**src/hw/rtl/lsp_mod_unit.sv**
```systemverilog
// Iterative remainder unit, one restoring step per cycle.
// Depends on no other file.
module lsp_mod_unit #(
	parameter int W = 22
) (
	input  logic             clk,
	input  logic             arst_n,
	input  logic             start,
	input  logic [W-1:0]     dividend,
	input  logic [W-1:0]     divisor,
	output logic             done,
	output logic [W-1:0]     remainder
);

	localparam int CW = $clog2(W + 1);

	logic          busy_q;
	logic          done_q;
	logic [CW-1:0] cnt_q;
	logic [W-1:0]  rem_q;
	logic [W-1:0]  dvd_q;
	logic [W-1:0]  dvs_q;
	logic [W:0]    trial;
	logic [W:0]    diff;

	assign trial = {rem_q, dvd_q[W-1]};
	assign diff  = trial - {1'b0, dvs_q};

	always_ff @(posedge clk or negedge arst_n) begin
		if (!arst_n) begin
			busy_q <= 1'b0;
			done_q <= 1'b0;
			cnt_q  <= '0;
		end else begin
			done_q <= 1'b0;
			if (start) begin
				busy_q <= 1'b1;
				cnt_q  <= CW'(W);
			end else if (busy_q) begin
				cnt_q <= cnt_q - CW'(1);
				if (cnt_q == CW'(1)) begin
					busy_q <= 1'b0;
					done_q <= 1'b1;
				end
			end
		end
	end

	always_ff @(posedge clk) begin
		if (start) begin
			rem_q <= '0;
			dvd_q <= dividend;
			dvs_q <= divisor;
		end else if (busy_q) begin
			rem_q <= diff[W] ? trial[W-1:0] : diff[W-1:0];
			dvd_q <= {dvd_q[W-2:0], 1'b0};
		end
	end

	assign done      = done_q;
	assign remainder = rem_q;

endmodule

```
**config.mk**
```make
export PLATFORM = sky130hd
export DESIGN_NAME = lsp_mod_unit
export DESIGN_NICKNAME = d
export VERILOG_FILES = /design/src/hw/rtl/lsp_mod_unit.sv
export SDC_FILE = /design/constraint.sdc
export NUM_CORES = 1
export LEC_CHECK = 0
export ABC_CLOCK_PERIOD_IN_PS = 4400
export BUFFER_PORTS_ARGS = -buffer_cell sky130_fd_sc_hd__buf_2
export CORE_MARGIN = 1
export CORE_UTILIZATION = 40
export CTS_BUF_LIST = sky130_fd_sc_hd__clkbuf_4 sky130_fd_sc_hd__clkbuf_8
export DETAILED_ROUTE_END_ITERATION = 10
export GPL_TIMING_DRIVEN = 0
export PLACE_DENSITY_LB_ADDON = 0.05
export SYNTH_ARGS = -nofsm -noshare
export SYNTH_HDL_FRONTEND = slang
export SYNTH_SLANG_ARGS = --single-unit
export TNS_END_PERCENT = 5
```
**constraint.sdc**
```tcl
create_clock -name clk -period 4.4 [get_ports clk]
set_input_delay 0.88 -clock clk [delete_from_list [all_inputs] [get_ports clk]]
set_output_delay 0.88 -clock clk [all_outputs]
set_load 0.01 [all_outputs]
```
==> flow_summary.ini <==
[grt]
grt_util_all_layers_pct = 16.8
met1_usage_pct = 23.1
met3_usage_pct = 3.59
grt_pass1_vias = 2696
antenna_found_initial = 0
grt_pass1_wl_um = 13200
grt_use_met2_pct = 26.8
grt-ovfl-total = 0
grt_max_degree = 28
grt.busiest_layer = met2

[timing]
rsz0062_at_grt = false
finClkSkew_ns = 0.00864
min_period_over_period_pct = 75.0
maxSlewHeadroom_pct = 45.1
fin_setup_tns_ns = 0
max_freq_mhz = 303
tightest_slew_ns = 0.822
finalHoldViolCount = 0
fin_crit_ns = 3.30
finalMaxSlewViolations = 0
finalSetupViolations = 0

[finish]
syn_to_final_growth_pct = 18.4
fin_cells = 572
diodes = 0
drive_above_1_share_pct = 26.9
fin_nets = 506
nFillCells = 958

[synthesis]
ys_seq_area_share_pct = 48.6
ys.flop_type = edfxtp_1
synthTopCellsByArea = edfxtp_1 (33%), dfxtp_1 (11%), ha_1 (7.5%)
synth-edff-count = 44
synth.lib_cells_used.distinct = 55
synth_top_area_share_pct = 33.2
netlist_area_um2 = 3980
async_reset_ff_share_pct = 9.59
yosysWarnings = 0
postSynthCellCount = 354
synth_common_cells = edfxtp_1 (44), nor2_1 (29), inv_1 (28)
synth_nets = 426
synth.avg_cell_area_um2 = 11.3
synth.most_common_cell = edfxtp_1
yosys_register_bits = 73
synth_top_area_cell = edfxtp_1

[setup_path]
critical_path.max_fanout = 10
slowest_delay_ns = 0.41
critPathSlowestCell = fa_1
path_buf_inv = 2
crit_top_cell = a21oi_2
worst-endpoint-arrival_ns = 3.50
critical_path_required_ns = 4.60
startpoint = dvd_q[21]
reg2reg_depth = 13
start_kind = flip-flop
cp.depth = 13
worst_r2r_startpoint = dvd_q[21]
path_delay_family = compound AO/OA/AOI/OAI gates
crit_end = remainder[8]
cp-end-kind = flip-flop
critPathKind = flip-flop to flip-flop
rrSetupSlack_ns = 1.10
path_cells = inv_1, ha_1, fa_1, nor2b_1, o211ai_1, a21oi_2, o311ai_2, a21oi_2, o221ai_2, xnor2_2, buf_6, mux2i_1, a211oi_1
rr_endpoint = remainder[8]

[floorplan]
die_h_um = 102
num_io_pins = 70
initial_utilization_pct = 40.9
coreArea_um2 = 9730
dieArea_um2 = 10400
rows = 36
die_w_um = 102

[outcome]
outcome = finished clean

[placed_design]
hpwl_um = 5810
gp_congestion = 0.782
placed_cells = 556
port_buffers = 69

[worst_hold_path]
min_path_type = input port to async pin

[pwr]
p_seq_share_pct = 50.7
pwr-share-comb_pct = 11.1
power_frac_clock_pct = 38.2
netSwitchingPower_mw = 0.371
peakVddDrop_mv = 0.170
internal_power_mw = 1.19
power_density_nw_per_um2 = 330
swShare_pct = 23.8
p_total_mw = 1.56
p_leak_nw = 2.03

[clocking]
cts_buffers = 9
clock_latency_ns = 0.34
htree_levels = 3
cts_hold_buf = 0
path_clk_slew_ns = 0.08
clkSinkCount = 73
max-clock-path-buffers = 2
clk_root_buffer_cell = clkbuf_8
cts_tree = built
cts_setup_buffers = 0
cts_resized = 0

[drt]
ant_nets = 0
drcViolationCount = 0
wl_um = 8050
drt_iter0_drc = 77
dr.pass1.iters = 4
vias = 2830
viasPerCell = 4.95
routedWlPerCell_um = 14.1

[flow_run]
max_cap_viol_count = 0
worst register-to-register path, delay by kind of cell, from the launching register on:
family / cells / cell delay [ns]
and+or+nand+nor: 1 / 0.19
xor gates and xnor gates: 1 / 0.40
AOI/OAI and AO/OA: 6 / 1.04
muxes: 1 / 0.22
buffers and inverters: 2 / 0.30
adders and majority gates: 2 / 0.64
DFF: 1 / 0.36
kinds of logic after synthesis:
logic type               after synthesis  share of synthesized area, %
adder cells (fa/ha/maj)               25                          8.04
XOR/XNOR                              24                          5.47
multiplexers                          40                          10.7
buffers and inverters                 41                          4.24
AO/OA/AOI/OAI                         70                          12.7
flip-flops                            73                          48.6
AND/OR/NAND/NOR                       81                          10.2
worst min-delay path by stage:
stage / from / to / slack [ns] / depth (start not counted)
global placement: remainder[18] / remainder[18] / 0.49 / 2
global route: arst_n / cnt_q[1] / 0.34 / 1
floorplan: cnt_q[4] / cnt_q[4] / 0.49 / 2
finish: arst_n / cnt_q[4] / 0.36 / 1
detailed placement: remainder[19] / remainder[19] / 0.49 / 2
CTS: arst_n / cnt_q[1] / 0.34 / 1
metal layers:
metal	share of wire [%]	vias to the layer above
li1	-	1450
met1	50	1313
met2	46	62
met3	3.4	5
met4	0.84	0
met5	0	-
metrics by stage:
step	cell area (um^2)	utilization, %	setup slack, ns	hold slack (ns)
finish	4720	48.5	1.10	0.355
global route	4720	48.5	0.836	0.340
CTS	4720	48.5	1.06	0.343
detailed placement	4490	46.2	1.11	0.492
global placement	4490	46.2	1.14	0.488
floorplan	3980	-	1.63	0.485
power groups by stage:
stage                     registers (mW)  clock network, mW  logic [mW]
final                              0.789              0.595       0.173
after global routing               0.794              0.642       0.196
after CTS                          0.790              0.620       0.175
after detailed placement           0.805                  0       0.174
after global placement             0.804                  0       0.171
after floorplan                    0.801                  0       0.121
sequential cells by signal, indices dropped and copies added (netlist names):
| name | cells |
|---|---|
| busy_q | 1 |
| cnt_q | 5 |
| done | 1 |
| dvd_q | 22 |
| dvs_q | 22 |
| remainder | 22 |
cells in the final DEF (no fill, tap or decap), types with 3 or more instances in the layout:
cell and n:
a211oi_1 15, a21o_1 9, a21oi_1 12, buf_1 3
buf_2 69, clkbuf_1 8, clkbuf_8 9, dfrtp_1 7
dfxtp_1 22, edfxtp_1 44, ha_1 24, inv_1 28
mux2_2 21, mux2i_1 19, nand2_1 16, nand2b_1 5
nand3_1 3, nor2_1 29, nor2b_1 3, nor3_1 6
nor3b_1 4, o21a_1 4, o21ai_0 9, xnor2_1 17
xor2_1 6
final cells by class:
class                      count  area (um^2)  area share [%]
buffer                        13         63.8            1.35
clock buffer                  10          131            2.79
clock inverter                 6         91.3            1.94
inverter                      28          105            2.23
multi-input combinational    240         1880            39.8
sequential                    73         1940            41.1
tap                          133          166            3.53
timing repair buffer          69          345            7.32
Note: power is estimated with default switching activity, not from simulation.
